==> config.mk <==
export PLATFORM = sky130hd
export DESIGN_NAME = sncp_addr_gen
export DESIGN_NICKNAME = d
export VERILOG_FILES = /design/src/rtl/sncp_pkg.sv /design/src/rtl/sncp_addr_gen.sv
export SDC_FILE = /design/constraint.sdc
export NUM_CORES = 1
export LEC_CHECK = 0
export BUFFER_PORTS_ARGS = -buffer_cell sky130_fd_sc_hd__buf_2
export CORE_UTILIZATION = 30
export CTS_BUF_LIST = sky130_fd_sc_hd__clkbuf_16
export DETAILED_ROUTE_END_ITERATION = 10
export GPL_ROUTABILITY_DRIVEN = 0
export PLACE_DENSITY = 0.55
export SLEW_MARGIN = 20
export SYNTH_ARGS = -nofsm -noshare
export SYNTH_HDL_FRONTEND = slang
export SYNTH_SLANG_ARGS = --single-unit
==> constraint.sdc <==
create_clock -name clk -period 7.1 [get_ports clk]
set_clock_uncertainty 0.05 [all_clocks]
set_input_delay 0.71 -clock clk [delete_from_list [all_inputs] [get_ports clk]]
set_output_delay 0.71 -clock clk [all_outputs]
set_load 0.01 [all_outputs]
==> src/rtl/sncp_pkg.sv <==
// ----------------------------------------------------------------------------
// sncp_pkg
// Shared types and constants for the surface normal cross product block.
// ----------------------------------------------------------------------------
package sncp_pkg;

  localparam int COORD_W  = 20;
  localparam int DIFF_W   = COORD_W + 1;
  localparam int PROD_W   = 2 * DIFF_W;
  localparam int CROSS_W  = PROD_W + 1;
  localparam int NORMAL_W = 44;
  localparam int POS_W    = 9;
  localparam int CFG_W    = 10;

  localparam int MIN_DIM   = 4;
  localparam int MAX_ROWS  = 512;
  localparam int CFG_RESET = 128;

  localparam int DEF_MAX_COLS      = 512;
  localparam int DEF_NEIGHBOR_STEP = 3;

  typedef enum logic [0:0] {
    REG_IMAGE_COLS = 1'b0,
    REG_IMAGE_ROWS = 1'b1
  } cfg_reg_e;

  typedef struct packed {
    logic signed [COORD_W-1:0] x;
    logic signed [COORD_W-1:0] y;
    logic signed [COORD_W-1:0] z;
  } point_t;

  typedef struct packed {
    logic signed [COORD_W-1:0] point_x;
    logic signed [COORD_W-1:0] point_y;
    logic signed [COORD_W-1:0] point_z;
    logic                      frame_start;
  } in_item_t;

  typedef struct packed {
    logic signed [NORMAL_W-1:0] normal_x;
    logic signed [NORMAL_W-1:0] normal_y;
    logic signed [NORMAL_W-1:0] normal_z;
    logic [POS_W-1:0]           normal_row;
    logic [POS_W-1:0]           normal_col;
  } result_t;

  // position of the pixel whose normal falls due with the current point
  typedef struct packed {
    logic             due;
    logic [POS_W-1:0] row;
    logic [POS_W-1:0] col;
  } pos_t;

endpackage

==> src/rtl/sncp_addr_gen.sv <==
// ----------------------------------------------------------------------------
// sncp_addr_gen
// Raster position counters, line store addressing and normal due decision.
// ----------------------------------------------------------------------------
module sncp_addr_gen import sncp_pkg::*; #(
  parameter int MAX_COLS      = DEF_MAX_COLS,
  parameter int NEIGHBOR_STEP = DEF_NEIGHBOR_STEP
) (
  input  logic                                          clk,
  input  logic                                          rst,
  input  logic                                          accept,
  input  logic                                          frame_start,
  input  logic [CFG_W-1:0]                              image_cols,
  input  logic [CFG_W-1:0]                              image_rows,
  output logic [$clog2(NEIGHBOR_STEP * MAX_COLS)-1:0]   here_addr,
  output logic [$clog2(NEIGHBOR_STEP * MAX_COLS)-1:0]   nbr_addr,
  output pos_t                                          pos
);

  localparam int DEPTH  = NEIGHBOR_STEP * MAX_COLS;
  localparam int AW     = $clog2(DEPTH);
  localparam int COL_W  = $clog2(MAX_COLS);
  localparam int LIM_W  = (COL_W + 1 > CFG_W) ? COL_W + 1 : CFG_W;
  localparam int SLOT_W = (NEIGHBOR_STEP > 1) ? $clog2(NEIGHBOR_STEP) : 1;
  localparam int ROW_W  = CFG_W;

  logic [POS_W-1:0]  row_count, row_count_next;
  logic [COL_W-1:0]  col_count, col_count_next;
  logic [SLOT_W-1:0] slot, slot_next;

  logic [LIM_W-1:0]  cols;
  logic [ROW_W-1:0]  rows;
  logic [COL_W-1:0]  c_cur;
  logic [ROW_W-1:0]  r_cur, r_adv;
  logic [SLOT_W-1:0] s_cur, s_adv;
  logic [LIM_W-1:0]  c_inc;
  logic              due;

  always_comb begin
    // saturate the configured dimensions into their usable ranges
    if (image_cols < CFG_W'(MIN_DIM)) begin
      cols = LIM_W'(MIN_DIM);
    end else if (LIM_W'(image_cols) > LIM_W'(MAX_COLS)) begin
      cols = LIM_W'(MAX_COLS);
    end else begin
      cols = LIM_W'(image_cols);
    end
    if (image_rows < CFG_W'(MIN_DIM)) begin
      rows = ROW_W'(MIN_DIM);
    end else if (image_rows > CFG_W'(MAX_ROWS)) begin
      rows = ROW_W'(MAX_ROWS);
    end else begin
      rows = image_rows;
    end

    // position this point takes
    c_cur = frame_start ? '0 : col_count;
    r_cur = frame_start ? '0 : ROW_W'(row_count);
    s_cur = frame_start ? '0 : slot;
    if (LIM_W'(c_cur) >= cols) begin
      c_cur = '0;
      r_cur = r_cur + ROW_W'(1);
      s_cur = (s_cur == SLOT_W'(NEIGHBOR_STEP - 1)) ? '0 : s_cur + SLOT_W'(1);
    end
    if (r_cur >= rows) begin
      r_cur = '0;
      s_cur = '0;
    end

    due = (r_cur >= ROW_W'(NEIGHBOR_STEP)) &&
          (LIM_W'(c_cur) + LIM_W'(NEIGHBOR_STEP) < cols);

    here_addr = AW'(s_cur * MAX_COLS) + AW'(c_cur);
    nbr_addr  = due ? here_addr + AW'(NEIGHBOR_STEP) : here_addr;

    pos.due = due;
    pos.row = POS_W'(r_cur - ROW_W'(NEIGHBOR_STEP));
    pos.col = POS_W'(c_cur);

    // position of the following point
    c_inc = LIM_W'(c_cur) + LIM_W'(1);
    r_adv = r_cur;
    s_adv = s_cur;
    if (c_inc >= cols) begin
      col_count_next = '0;
      r_adv = r_cur + ROW_W'(1);
      s_adv = (s_cur == SLOT_W'(NEIGHBOR_STEP - 1)) ? '0 : s_cur + SLOT_W'(1);
      if (r_adv >= rows) begin
        r_adv = '0;
        s_adv = '0;
      end
    end else begin
      col_count_next = COL_W'(c_inc);
    end
    row_count_next = POS_W'(r_adv);
    slot_next      = s_adv;
  end

  always_ff @(posedge clk) begin
    if (rst) begin
      row_count <= '0;
      col_count <= '0;
      slot      <= '0;
    end else if (accept) begin
      row_count <= row_count_next;
      col_count <= col_count_next;
      slot      <= slot_next;
    end
  end

endmodule

# Yosys cells after proc, flatten, opt, wreduce, memory -nomap -nowiden
# Index checks and enable logic that the tools add are counted.
[word_totals]
wordCells = 45
input_bits = 24
register_bits = 20
[op_classes]
muxes = 20
n_reduce_logical = 1
add_sub_neg = 9
n_lt_le_gt_ge = 10
n_eq_ne = 2
[ops]
columns = ["cell", "count"]
rows = [
  ["10-bit 2-to-1 mux", 6],
  ["9-bit 2-to-1 mux", 6],
  ["10-bit >= comparator", 3],
  ["9-bit by 1-bit adder with 10-bit output (second input constant)", 2],
  ["10-bit > comparator (second input constant)", 2],
  ["10-bit by 3-bit less-than comparator with 1-bit output (second input constant)", 2],
  ["2-bit 2-to-1 mux", 7],
  ["11-bit by 2-bit adder with 11-bit output (second input constant)", 1],
  ["11-bit by 9-bit adder with 11-bit output", 1],
  ["11-bit 2-to-1 mux", 1],
  ["10-bit by 1-bit adder with 10-bit output (second input constant)", 1],
  ["9-bit by 2-bit adder with 10-bit output (second input constant)", 1],
  ["10-bit by 2-bit >= comparator with 1-bit output (second input constant)", 1],
  ["9-bit by 10-bit >= comparator with 1-bit output", 1],
  ["10-bit less-than comparator", 1],
  ["9-bit by 2-bit subtractor with 9-bit output (second input constant)", 1],
  ["2-bit by 1-bit adder with 2-bit output (second input constant)", 2],
  ["2-bit equality test (second input constant)", 2],
  ["1-bit logical AND", 1],
]

# Depth between registers and ports, before layout
# Gate-level depths: netlist of run 1.
[depth]
depth_word = 11
ltp_mapped = 32
ltp_nobuf = 29

# Least setup slack after synthesis of run 1
# OpenSTA, ideal clock, no wires.
[synth_path]
kind = "input -> register"
startpoint = "in frame_start"
endpoint = "reg row_count[4]"
path_buffers = 6
setup_ns = 0.078
t_arrival_ns = 7.021
setup_slack_ns = -0.049
cell_stages = 32
cell_sequence = "buf_2 > buf_1 > clkbuf_1 > nor2_1 > ha_1 > a21o_1 > a21oi_2 > o32a_1 > buf_4 > nand2_2 > buf_2 > xnor2_1 > ha_1 > nand2b_1 > a211oi_1 > o21ai_0 > a211oi_2 > clkbuf_1 > and2_1 > ha_1 > inv_1 > a2111oi_4 > nand3_1 > and3_1 > ha_1 > a2111oi_0 > o21ai_0 > o22a_1 > nor2_1 > nand2_1 > o221a_1 > nor3_1"
[synth_between]
elab_chain_cells = 9
word_cells_on_any_way = 14
[synth_rtl]
columns = ["item", "line", "rtl"]
rows = [
  ["from (decl)", "sncp_addr_gen.sv:12", "input logic frame_start,"],
  ["9-bit 2-to-1 mux (on tied branches)", "sncp_addr_gen.sv:58, sncp_addr_gen.sv:57", ""],
  ["9-bit by 1-bit adder with 10-bit output / 9-bit by 10-bit >= comparator with 1-bit output (equally long branches)", "sncp_addr_gen.sv:62, sncp_addr_gen.sv:60", ""],
  ["10-bit 2-to-1 mux", "sncp_addr_gen.sv:60", "if (LIM_W'(c_cur) >= cols) begin"],
  ["10-bit >= comparator", "sncp_addr_gen.sv:65", "if (r_cur >= rows) begin"],
  ["10-bit 2-to-1 mux", "sncp_addr_gen.sv:65", ""],
  ["10-bit by 1-bit adder with 10-bit output", "sncp_addr_gen.sv:86", "r_adv = r_cur + ROW_W'(1);"],
  ["10-bit >= comparator", "sncp_addr_gen.sv:88", "if (r_adv >= rows) begin"],
  ["9-bit 2-to-1 mux", "sncp_addr_gen.sv:88", ""],
  ["9-bit 2-to-1 mux (*)", "sncp_addr_gen.sv:84", "if (c_inc >= cols) begin"],
  ["to (signal assigned)", "sncp_addr_gen.sv:105", "row_count <= row_count_next;"],
  ["to (decl)", "sncp_addr_gen.sv:27", "logic [POS_W-1:0] row_count, row_count_next;"],
]
# Mark *: on every way between the ends. The rest lies on a longest branch, timed or not.
# A chain may end at the register's enable or synchronous reset.

# Final worst setup path of run 1
[layout_path]
startpoint = "in image_cols[3]"
endpoint = "out nbr_addr[9]"
[layout_between]
elab_chain_cells = 10
word_cells_on_any_way = 18
[layout_rtl]
columns = ["item", "line", "rtl"]
rows = [
  ["from (decl)", "sncp_addr_gen.sv:13", "input logic [CFG_W-1:0] image_cols,"],
  ["10-bit > comparator", "sncp_addr_gen.sv:43", "end else if (LIM_W'(image_cols) > LIM_W'(MAX_COLS)) begin"],
  ["10-bit 2-to-1 mux", "sncp_addr_gen.sv:43", ""],
  ["10-bit 2-to-1 mux (*)", "sncp_addr_gen.sv:41", "if (image_cols < CFG_W'(MIN_DIM)) begin"],
  ["9-bit by 10-bit >= comparator with 1-bit output", "sncp_addr_gen.sv:60", ""],
  ["10-bit 2-to-1 mux", "sncp_addr_gen.sv:60", ""],
  ["10-bit >= comparator", "sncp_addr_gen.sv:65", ""],
  ["2-bit 2-to-1 mux / 10-bit 2-to-1 mux (equally long branches)", "sncp_addr_gen.sv:65", ""],
  ["11-bit by 9-bit adder with 11-bit output / 10-bit by 2-bit >= comparator with 1-bit output (equally long branches)", "sncp_addr_gen.sv:73, sncp_addr_gen.sv:70", ""],
  ["11-bit by 2-bit adder with 11-bit output / 1-bit logical AND (equally long branches)", "sncp_addr_gen.sv:74, sncp_addr_gen.sv:70", ""],
  ["11-bit 2-to-1 mux (*)", "sncp_addr_gen.sv:74", "nbr_addr = due ? here_addr + AW'(NEIGHBOR_STEP) : here_addr;"],
  ["to (decl)", "sncp_addr_gen.sv:16", "output logic [$clog2(NEIGHBOR_STEP * MAX_COLS)-1:0] nbr_addr,"],
]
# Marks and branches as above.

==> metrics.txt, run 1 <==
Hold Fails Final Rpt 0; startpoint kind of the worst setup timing path input port; Yosys warning count 0; result of the run completed; diodes inserted 0; Worst slew margin 44.0%; data required time at the worst endpoint 6340 ps; hold slack final 445 ps; transition time of the tightest slew-check pin 838 ps; clock tree root driver cell sky130_fd_sc_hd__clkbuf_16; ratio of cells with drive above 1 in the final layout 22.8%; Crit Path Max Fanout 12; routed length per placed instance 16.2 um; global-route wire length before repair 18000 um; number of cells on the worst hold path 2; clock-pin slew on the worst setup and hold paths 60 ps; total clock sinks 20; maximum clock path buffer count 2; PortBufs 64; biggest area consumer among synthesized cells sky130_fd_sc_hd__ha_1; final-layout fill cell count 1198; largest stage delay on the critical path 390 ps; final period demand of the worst path 6690 ps; largest cells by area after synthesis sky130_fd_sc_hd__ha_1 (18%), sky130_fd_sc_hd__dfxtp_1 (11%), sky130_fd_sc_hd__nand2_1 (5.2%), sky130_fd_sc_hd__nor2_1 (5.1%), sky130_fd_sc_hd__xnor2_1 (4.7%); number of vias per cell after detailed routing 5.45; pin count of the biggest net entering global routing 40; Vert. Die Dim 111 um; CTS buffer count 3; class of the tightest hold or removal check flip-flop to flip-flop; commonest non-fill, non-tap cell in the layout sky130_fd_sc_hd__buf_2; chip width 111 um; library cells used by synthesis 65; average size of a mapped cell 7.25 um2; destination of the worst hold path row_count[0]$_SDFFE_PP0P_; GR Util All Layers 17.6%; # Max-Cap Violations 0; Overflow after GRT 0; slack of the worst reg-to-reg path 1060 ps; share of synthesized registers carrying an async set or reset 0%; number of nets in the layout 629; clock tree from TritonCTS yes; cells on worst reg2reg path 28; placeable core region 11500 um2; netlist area before placement 3540 um2; count of pins on the block boundary 65; endpoint class of the critical path output port; final antenna-violating net count 0; Peak VDD IR 0.0755 mV; leakage dissipation 1.95 nW; flops & latches, synth 20; class of the most critical setup path input port to output port; worst path setup slack after routing 415 ps; Hold-fix buffers, CTS 0; final wirelength 11200 um; H-Tree Level Count 1; FF-to-FF End row_count[3]$_SDFFE_PP0P_; antenna violations before repair 0; max-slew violation count 0; Max stage delay cell, worst path sky130_fd_sc_hd__and3_1; start of the worst register-to-register path col_count[0]$_SDFFE_PP0P_; cell area reported after detailed placement 4050 um2; number of cells produced by synthesis 489; layout-stage area growth over the synthesis result 19.1%; standard-cell row count 39; Worst-Skew Late Latency 260 ps; share of the yosys chip area belonging to registers 11.3%; arrival time reported for the critical path endpoint 5930 ps; DRC violation count after routing 0; setup violation total in the final timing report 0; dominant synthesized flop cell sky130_fd_sc_hd__dfxtp_1; proportion of netlist area held by the largest area contributor 18.4%; initial standard-cell utilization of the core 30.9%; router iterations before antenna repair 4; post-route design area 4220 um2; share of the core filled with cells in the final layout 36.8%; Total Die Area 12300 um2; startpoint of the worst hold path row_count[0]$_SDFFE_PP0P_; placed cell count 687; power density normalized to cell area 99.7 nW/um2; commonest non-fill, non-tap cells in the layout sky130_fd_sc_hd__buf_2 (64), sky130_fd_sc_hd__ha_1 (52), sky130_fd_sc_hd__nand2_1 (49); overall via count from detail_route 3789; minimum setup slack after placement -65.3 ps; Fmax 150 MHz; vias in the first global route 3511; count of flip-flops with a built-in enable after synthesis 0; RSZ-0062 raised after global routing no; hpwl dp 9170 um; post-synth net total 565; iteration-0 DRC count of the detailed router 337; final non-filler cell total 695; share of the clock period used by the worst path 94.2%
==> power by group <==
part,switching [mW],internal [mW]
logic,0.101,0.0742
registers,0.00529,0.117
clock network,0.0482,0.0753
total,0.155,0.266
==> through the flow <==
stage               setup TNS [ps]  total power [mW]
floorplan                        0             0.235
global placement                 0             0.286
detailed placement            -262             0.289
CTS                              0             0.410
global route                     0             0.444
finish                           0             0.421
==> sequential cells by signal, summed over array words and instances (netlist names) <==
name and flops:
row_count 9, slot 2, col_count 9
==> cells in the mapped netlist (3+ instances only) <==
cell type / n
sky130_fd_sc_hd__a31oi_1: 5
sky130_fd_sc_hd__buf_4: 11
sky130_fd_sc_hd__a211oi_1: 11
sky130_fd_sc_hd__a21o_1: 3
sky130_fd_sc_hd__buf_2: 5
sky130_fd_sc_hd__mux2i_1: 4
sky130_fd_sc_hd__clkbuf_1: 16
sky130_fd_sc_hd__a311oi_1: 3
sky130_fd_sc_hd__nand3_1: 21
sky130_fd_sc_hd__a22oi_1: 3
sky130_fd_sc_hd__nand4_1: 9
sky130_fd_sc_hd__nand2_1: 49
sky130_fd_sc_hd__and3_1: 10
sky130_fd_sc_hd__xnor2_1: 19
sky130_fd_sc_hd__dfxtp_1: 20
sky130_fd_sc_hd__ha_1: 52
sky130_fd_sc_hd__o211ai_1: 4
sky130_fd_sc_hd__o21a_1: 6
sky130_fd_sc_hd__a21oi_2: 3
sky130_fd_sc_hd__nor2b_1: 19
sky130_fd_sc_hd__inv_1: 22
sky130_fd_sc_hd__nand2b_1: 10
sky130_fd_sc_hd__nor2_1: 48
sky130_fd_sc_hd__a21oi_1: 24
sky130_fd_sc_hd__o21ai_0: 16
sky130_fd_sc_hd__and2_1: 7
sky130_fd_sc_hd__nand3b_1: 5
sky130_fd_sc_hd__nor3_1: 22
sky130_fd_sc_hd__xor2_1: 15
==> logic make-up after synthesis <==
group / Yosys count / synth area share (%)
xor gates and xnor gates: 35 / 8.86
adders and majority gates: 52 / 18.4
DFF: 20 / 11.3
buffers and inverters: 61 / 8.22
and+or+nand+nor: 212 / 30.1
muxes: 8 / 2.47
AOI/OAI and AO/OA: 101 / 20.7
==> metal layers <==
metal / GRT usage (%) / wire length [um] / vias up
met5: 0 / 0 / -
met4: 4.18 / 120 / 0
met3: 1.15 / 560 / 11
met2: 28.0 / 5080 / 103
met1: 25.7 / 5480 / 1814
li1: - / - / 1861
==> cell type report <==
class,count,area (um2),area share (%)
Sequential cell,20,400,9.48
Clock inverter,1,3.75,0.0889
Multi-Input combinational cell,408,2900,68.8
Inverter,25,93.8,2.22
Timing Repair Buffer,95,566,13.4
Tap cell,143,179,4.24
Clock buffer,3,75.1,1.78
==> worst max-delay path: cells and delay by family <==
kind | cells | cell delay (ps)
fa+ha+maj | 3 | 810
buf+inv | 4 | 640
xor+xnor | 2 | 500
compound gates | 6 | 1040
simple gates | 10 | 2230
==> worst max path at each step <==
stage / startpoint / endpoint / slack (ps)
floorplan: frame_start / row_count[4]$_SDFFE_PP0P_ / 30
global placement: image_cols[3] / slot[1]$_SDFFE_PP0P_ / 150
detailed placement: image_cols[3] / row_count[2]$_SDFFE_PP0P_ / -70
CTS: image_cols[3] / row_count[2]$_SDFFE_PP0P_ / 180
global route: image_cols[3] / row_count[3]$_SDFFE_PP0P_ / 10
finish: image_cols[3] / nbr_addr[9] / 410
==> repair_timing <==
item	CTS	global route
buffers inserted	0	4
endpoints found under the setup margin	0	20
resized for setup	0	11
No activity file was read; power rests on OpenSTA's default activity.
==> run 2, diff against run 1 <==
CORE_MARGIN = 2   (was default)
CORE_UTILIZATION = 25   (was 30)
PLACE_DENSITY = 0.49   (was 0.55)
SETUP_SLACK_MARGIN = 0.05   (was default)
==> run 2 against run 1 <==
Utilization down 6.1 points. Global-route usage down 2.1 points. First-iteration DRC count down 28%. Via count down 1.3%. Power down 0.72%.
==> metrics.txt, run 2 (synthesis gave the netlist of run 1 again) <==
power density normalized to cell area 98.1 nW/um2 (was 99.7 nW/um2); Worst-Skew Late Latency 260 ps (about the same); count of pins on the block boundary 65 (unchanged); endpoint class of the critical path output port (unchanged); total clock sinks 20 (unchanged); Worst slew margin 53.2% (was 44.0%); transition time of the tightest slew-check pin 698 ps (was 838 ps); hpwl dp 9550 um (was 9170 um); share of the core filled with cells in the final layout 30.7% (was 36.8%); commonest non-fill, non-tap cell in the layout sky130_fd_sc_hd__buf_2 (unchanged); layout-stage area growth over the synthesis result 20.2% (was 19.1%); number of nets in the layout 628 (was 629); Max stage delay cell, worst path sky130_fd_sc_hd__a2111oi_1 (was sky130_fd_sc_hd__and3_1); PortBufs 64 (unchanged); max-slew violation count 0 (unchanged); RSZ-0062 raised after global routing no (unchanged); final wirelength 11700 um (was 11200 um); vias in the first global route 3573 (was 3511); commonest non-fill, non-tap cells in the layout sky130_fd_sc_hd__buf_2 (64), sky130_fd_sc_hd__ha_1 (52), sky130_fd_sc_hd__nand2_1 (49) (unchanged); minimum setup slack after placement 26.2 ps (was -65.3 ps); worst path setup slack after routing 426 ps (was 415 ps); setup violation total in the final timing report 0 (unchanged); routed length per placed instance 16.0 um (was 16.2 um); share of the clock period used by the worst path 94.0% (was 94.2%); clock-pin slew on the worst setup and hold paths 60 ps (about the same); met1 layer wirelength in the final routing 5860 um (was 5480 um); top sig layer met4 (unchanged); antenna violations before repair 0 (unchanged); Crit Path Max Fanout 13 (was 12); class of the tightest hold or removal check flip-flop to flip-flop (unchanged); data required time at the worst endpoint 6340 ps (about the same); H-Tree Level Count 1 (unchanged); # Max-Cap Violations 0 (unchanged); DRC violation count after routing 0 (unchanged); router iterations before antenna repair 5 (was 4); diodes inserted 0 (unchanged); class of the most critical setup path input port to output port (unchanged); startpoint kind of the worst setup timing path input port (unchanged); iteration-0 DRC count of the detailed router 243 (was 337); placeable core region 13900 um2 (was 11500 um2); leakage dissipation 1.94 nW (was 1.95 nW); GR Util All Layers 15.4% (was 17.6%); wire length on met2 5320 um (was 5080 um); Sum Neg Setup Slack 0 ps (unchanged); maximum clock path buffer count 2 (unchanged); standard-cell row count 43 (was 39); arrival time reported for the critical path endpoint 5910 ps (was 5930 ps); pin count of the biggest net entering global routing 40 (unchanged); result of the run completed (unchanged); clock tree from TritonCTS yes (unchanged); overall via count from detail_route 3741 (was 3789); Vert. Die Dim 123 um (was 111 um); final period demand of the worst path 6670 ps (was 6690 ps); registers with the most flip-flops col_count (9), row_count (9), slot (2) (unchanged); Peak VDD IR 0.0740 mV (was 0.0755 mV); number of vias per cell after detailed routing 5.12 (was 5.45); chip width 123 um (was 111 um); CTS buffer count 3 (unchanged); cell repeated most along the worst path sky130_fd_sc_hd__ha_1; Hold-fix buffers, CTS 0 (unchanged); Fmax 150 MHz (about the same); Hold Fails Final Rpt 0 (unchanged); met3 WL post-DR 410 um (was 560 um); final antenna-violating net count 0 (unchanged); global-route wire length before repair 18700 um (was 18000 um); largest stage delay on the critical path 330 ps (was 390 ps); clock tree root driver cell sky130_fd_sc_hd__clkbuf_16 (unchanged); Total Die Area 15100 um2 (was 12300 um2); Overflow after GRT 0 (unchanged); initial standard-cell utilization of the core 25.5% (was 30.9%); ratio of cells with drive above 1 in the final layout 23.0% (was 22.8%)
[run 2: cell count changes in the layout (fill, tap and decap cells not counted), sizes merged]
cell / before / now
buf: 95 / 94
[run 2: what timing repair did]
action,in CTS,in global routing
gates resized for setup,0,12
hold endpoints to repair,0,0
buffers inserted,0,4
endpoints found under the setup margin,0,22
[run 2: critical path, delay by kind of cell]
kind	cells	cell delay (ps)
AO/OA/AOI/OAI	6	940
XOR/XNOR	2	480
adder cells (fa/ha/maj)	3	800
buffers and inverters	5	850
AND/OR/NAND/NOR	10	2110
[run 2: metrics by stage]
step / power [mW] / cells / hold WS [ps] / area, um2
2_1_floorplan: 0.235 / 489 / 401 / 3550
3_3_place_gp: 0.288 / 723 / 422 / 4090
3_5_place_dp: 0.291 / 723 / 433 / 4090
4_1_cts: 0.412 / 727 / 441 / 4170
5_1_grt: 0.446 / 731 / 466 / 4260
6_report: 0.418 / 731 / 433 / 4260
[run 2: path summary, 6_finish.rpt]
check / start / to / slack, ps / cells after the start
max: image_cols[3] / nbr_addr[9] / 430 / 26
min: row_count[0]$_SDFFE_PP0P_ / row_count[0]$_SDFFE_PP0P_ / 430 / 2
max reg2reg: col_count[7]$_SDFFE_PP0P_ / row_count[1]$_SDFFE_PP0P_ / 1100 / 28
min reg2reg: row_count[0]$_SDFFE_PP0P_ / row_count[0]$_SDFFE_PP0P_ / 430 / 2
[run 2: per-layer routing]
layer,vias up,GRT usage [%]
met4,0,2.56
li1,1862,-
met3,11,0.923
met5,-,0
met2,87,25.7
met1,1781,22.3
[run 2: final cells by class]
type / count / area [um2]
Inverter: 25 / 93.8
Sequential cell: 20 / 400
Timing Repair Buffer: 94 / 558
Clock buffer: 3 / 75.1
Clock inverter: 1 / 3.75
Tap cell: 180 / 225
Multi-Input combinational cell: 408 / 2900
Fill cell: 1528 / 9620
[run 2: where the power goes]
part / internal (mW) / switching (mW) / total, mW
clock: 0.0752 / 0.0462 / 0.121
sequential: 0.117 / 0.00535 / 0.122
combinational: 0.0722 / 0.102 / 0.174
total: 0.264 / 0.154 / 0.418
==> run 3, diff against run 2 <==
MAX_ROUTING_LAYER = met4   (was default)
==> run 3 against run 2 <==
Clock power about the same. Sequential power about the same. Combinational power is essentially flat. Fmax is 0.38% lower.
==> metrics.txt, run 3 (synthesis gave the netlist of run 1 again) <==
commonest non-fill, non-tap cells in the layout sky130_fd_sc_hd__buf_2 (64), sky130_fd_sc_hd__ha_1 (52), sky130_fd_sc_hd__nand2_1 (49) (unchanged); final antenna-violating net count 0 (unchanged); kind of cell adding the most delay to the critical path simple AND/OR/NAND/NOR gates (unchanged); GR Util All Layers 15.9% (was 15.4%); Fmax 149 MHz (was 150 MHz); count of pins on the block boundary 65 (unchanged); DRC violation count after routing 0 (unchanged); final period demand of the worst path 6700 ps (was 6670 ps); final wirelength 11800 um (was 11700 um); Power Total 0.418 mW (about the same); hold slack final 433 ps (about the same); H-Tree Level Count 1 (unchanged); number of vias per cell after detailed routing 5.08 (was 5.12); layout-stage area growth over the synthesis result 20.2% (unchanged); placeable core region 13900 um2 (unchanged); number of nets in the layout 628 (unchanged); Worst slew margin 52.9% (was 53.2%); largest stage delay on the critical path 390 ps (was 330 ps); placed cell count 723 (unchanged); Worst-Skew Late Latency 260 ps (about the same); RSZ-0062 raised after global routing no (unchanged); overall via count from detail_route 3712 (was 3741); internal power of the cells 0.264 mW (about the same); final-layout fill cell count 1528 (unchanged); chip width 123 um (unchanged); arrival time reported for the critical path endpoint 5940 ps (was 5910 ps); cell repeated most along the worst path sky130_fd_sc_hd__ha_1 (unchanged); Sum Neg Setup Slack 0 ps (unchanged); register share of total power 29.2% (about the same); hpwl dp 9550 um (unchanged); diodes inserted 0 (unchanged); Vert. Die Dim 123 um (unchanged); ratio of cells with drive above 1 in the final layout 23.0% (unchanged); max-slew violation count 0 (unchanged); clock tree root driver cell sky130_fd_sc_hd__clkbuf_16 (unchanged); transition time of the tightest slew-check pin 702 ps (was 698 ps); CTS buffer count 3 (unchanged); initial standard-cell utilization of the core 25.5% (unchanged); Net Sw Power 0.154 mW (about the same); routed length per placed instance 16.1 um (was 16.0 um); total clock sinks 20 (unchanged); global-route wire length before repair 18700 um (about the same); relative contribution of the clock network to total power 29.0% (was 29.1%); commonest non-fill, non-tap cell in the layout sky130_fd_sc_hd__buf_2 (unchanged); Crit Path Max Fanout 13 (unchanged); result of the run completed (unchanged); Peak VDD IR 0.0743 mV (was 0.0740 mV); clock-pin slew on the worst setup and hold paths 60 ps (about the same); maximum clock path buffer count 2 (unchanged); Overflow after GRT 0 (unchanged); Total Die Area 15100 um2 (unchanged); vias in the first global route 3566 (was 3573); leakage dissipation 1.94 nW (unchanged); iteration-0 DRC count of the detailed router 254 (was 243); PortBufs 64 (unchanged); fraction of power spent switching nets 36.8% (about the same); minimum setup slack after placement 26.2 ps (unchanged); router iterations before antenna repair 5 (unchanged); share of the clock period used by the worst path 94.4% (was 94.0%); worst path setup slack after routing 400 ps (was 426 ps); sum of buffers and inverters on the critical path 5 (unchanged); pin count of the biggest net entering global routing 40 (unchanged); Hold Fails Final Rpt 0 (unchanged); setup violation total in the final timing report 0 (unchanged); registers with the most flip-flops col_count (9), row_count (9), slot (2) (unchanged); clock tree from TritonCTS yes (unchanged); antenna violations before repair 0 (unchanged); class of the most critical setup path input port to output port (unchanged); # Max-Cap Violations 0 (unchanged); endpoint class of the critical path output port (unchanged); startpoint kind of the worst setup timing path input port (unchanged); class of the tightest hold or removal check flip-flop to flip-flop (unchanged); combinational share of power 41.7% (about the same); standard-cell row count 43 (unchanged); final non-filler cell total 731 (unchanged); Max stage delay cell, worst path sky130_fd_sc_hd__a2111oi_1 (unchanged); power density normalized to cell area 98.1 nW/um2 (about the same); data required time at the worst endpoint 6340 ps (about the same); Hold-fix buffers, CTS 0 (unchanged)
-- run 3: cell counts in the layout (fill, tap and decap cells not counted) --
Identical to the previous run, type by type.
-- run 3: path summary, 6_finish.rpt --
| check | start | endpoint | slack [ps] | cells after the start |
|---|---|---|---|---|
| worst max-delay path | image_cols[3] | nbr_addr[9] | 400 | 26 |
| worst min-delay path | row_count[0]$_SDFFE_PP0P_ | row_count[0]$_SDFFE_PP0P_ | 430 | 2 |
| worst max register to register | col_count[7]$_SDFFE_PP0P_ | row_count[1]$_SDFFE_PP0P_ | 1090 | 28 |
| worst min register to register | row_count[0]$_SDFFE_PP0P_ | row_count[0]$_SDFFE_PP0P_ | 430 | 2 |
-- run 3: final cells by class --
| class | count | area (um2) | area share, % |
|---|---|---|---|
| Tap cell | 180 | 225 | 5.29 |
| Sequential cell | 20 | 400 | 9.40 |
| Clock buffer | 3 | 75.1 | 1.76 |
| Clock inverter | 1 | 3.75 | 0.0881 |
| Timing Repair Buffer | 94 | 558 | 13.1 |
| Multi-Input combinational cell | 408 | 2900 | 68.2 |
| Inverter | 25 | 93.8 | 2.20 |
-- run 3: layer usage --
metal,wire [um],vias to the layer above,track usage [%]
met4,121,0,2.56
met5,0,-,-
li1,-,1859,-
met3,415,12,0.876
met2,5320,80,25.7
met1,5890,1761,22.3
-- run 3: worst reg2reg max path: cells and delay by family (launching register included) --
family                   cells  cell delay [ps]
AO/OA/AOI/OAI               11             2220
adder cells (fa/ha/maj)      4              960
flip-flops                   1              360
buffers and inverters        4              490
XOR/XNOR                     2              580
AND/OR/NAND/NOR              7             1270
-- run 3: power by group through the flow --
stage | combinational (mW) | sequential, mW | clock [mW]
floorplan | 0.113 | 0.122 | 0
global placement | 0.164 | 0.124 | 0
detailed placement | 0.166 | 0.124 | 0
CTS | 0.167 | 0.122 | 0.123
global route | 0.195 | 0.123 | 0.129
finish | 0.174 | 0.122 | 0.121
-- run 3: through the flow --
stage	utilization, %	instance area (um2)
2_1_floorplan	-	3550
3_3_place_gp	29.5	4090
3_5_place_dp	29.5	4090
4_1_cts	30.1	4170
5_1_grt	30.7	4260
6_report	30.7	4260
-- run 3: what timing repair did --
item / CTS / global route
gates resized for setup: 0 / 12
buffers inserted: 0 / 4
setup endpoints to repair: 0 / 22
endpoints found under the hold margin: 0 / 0
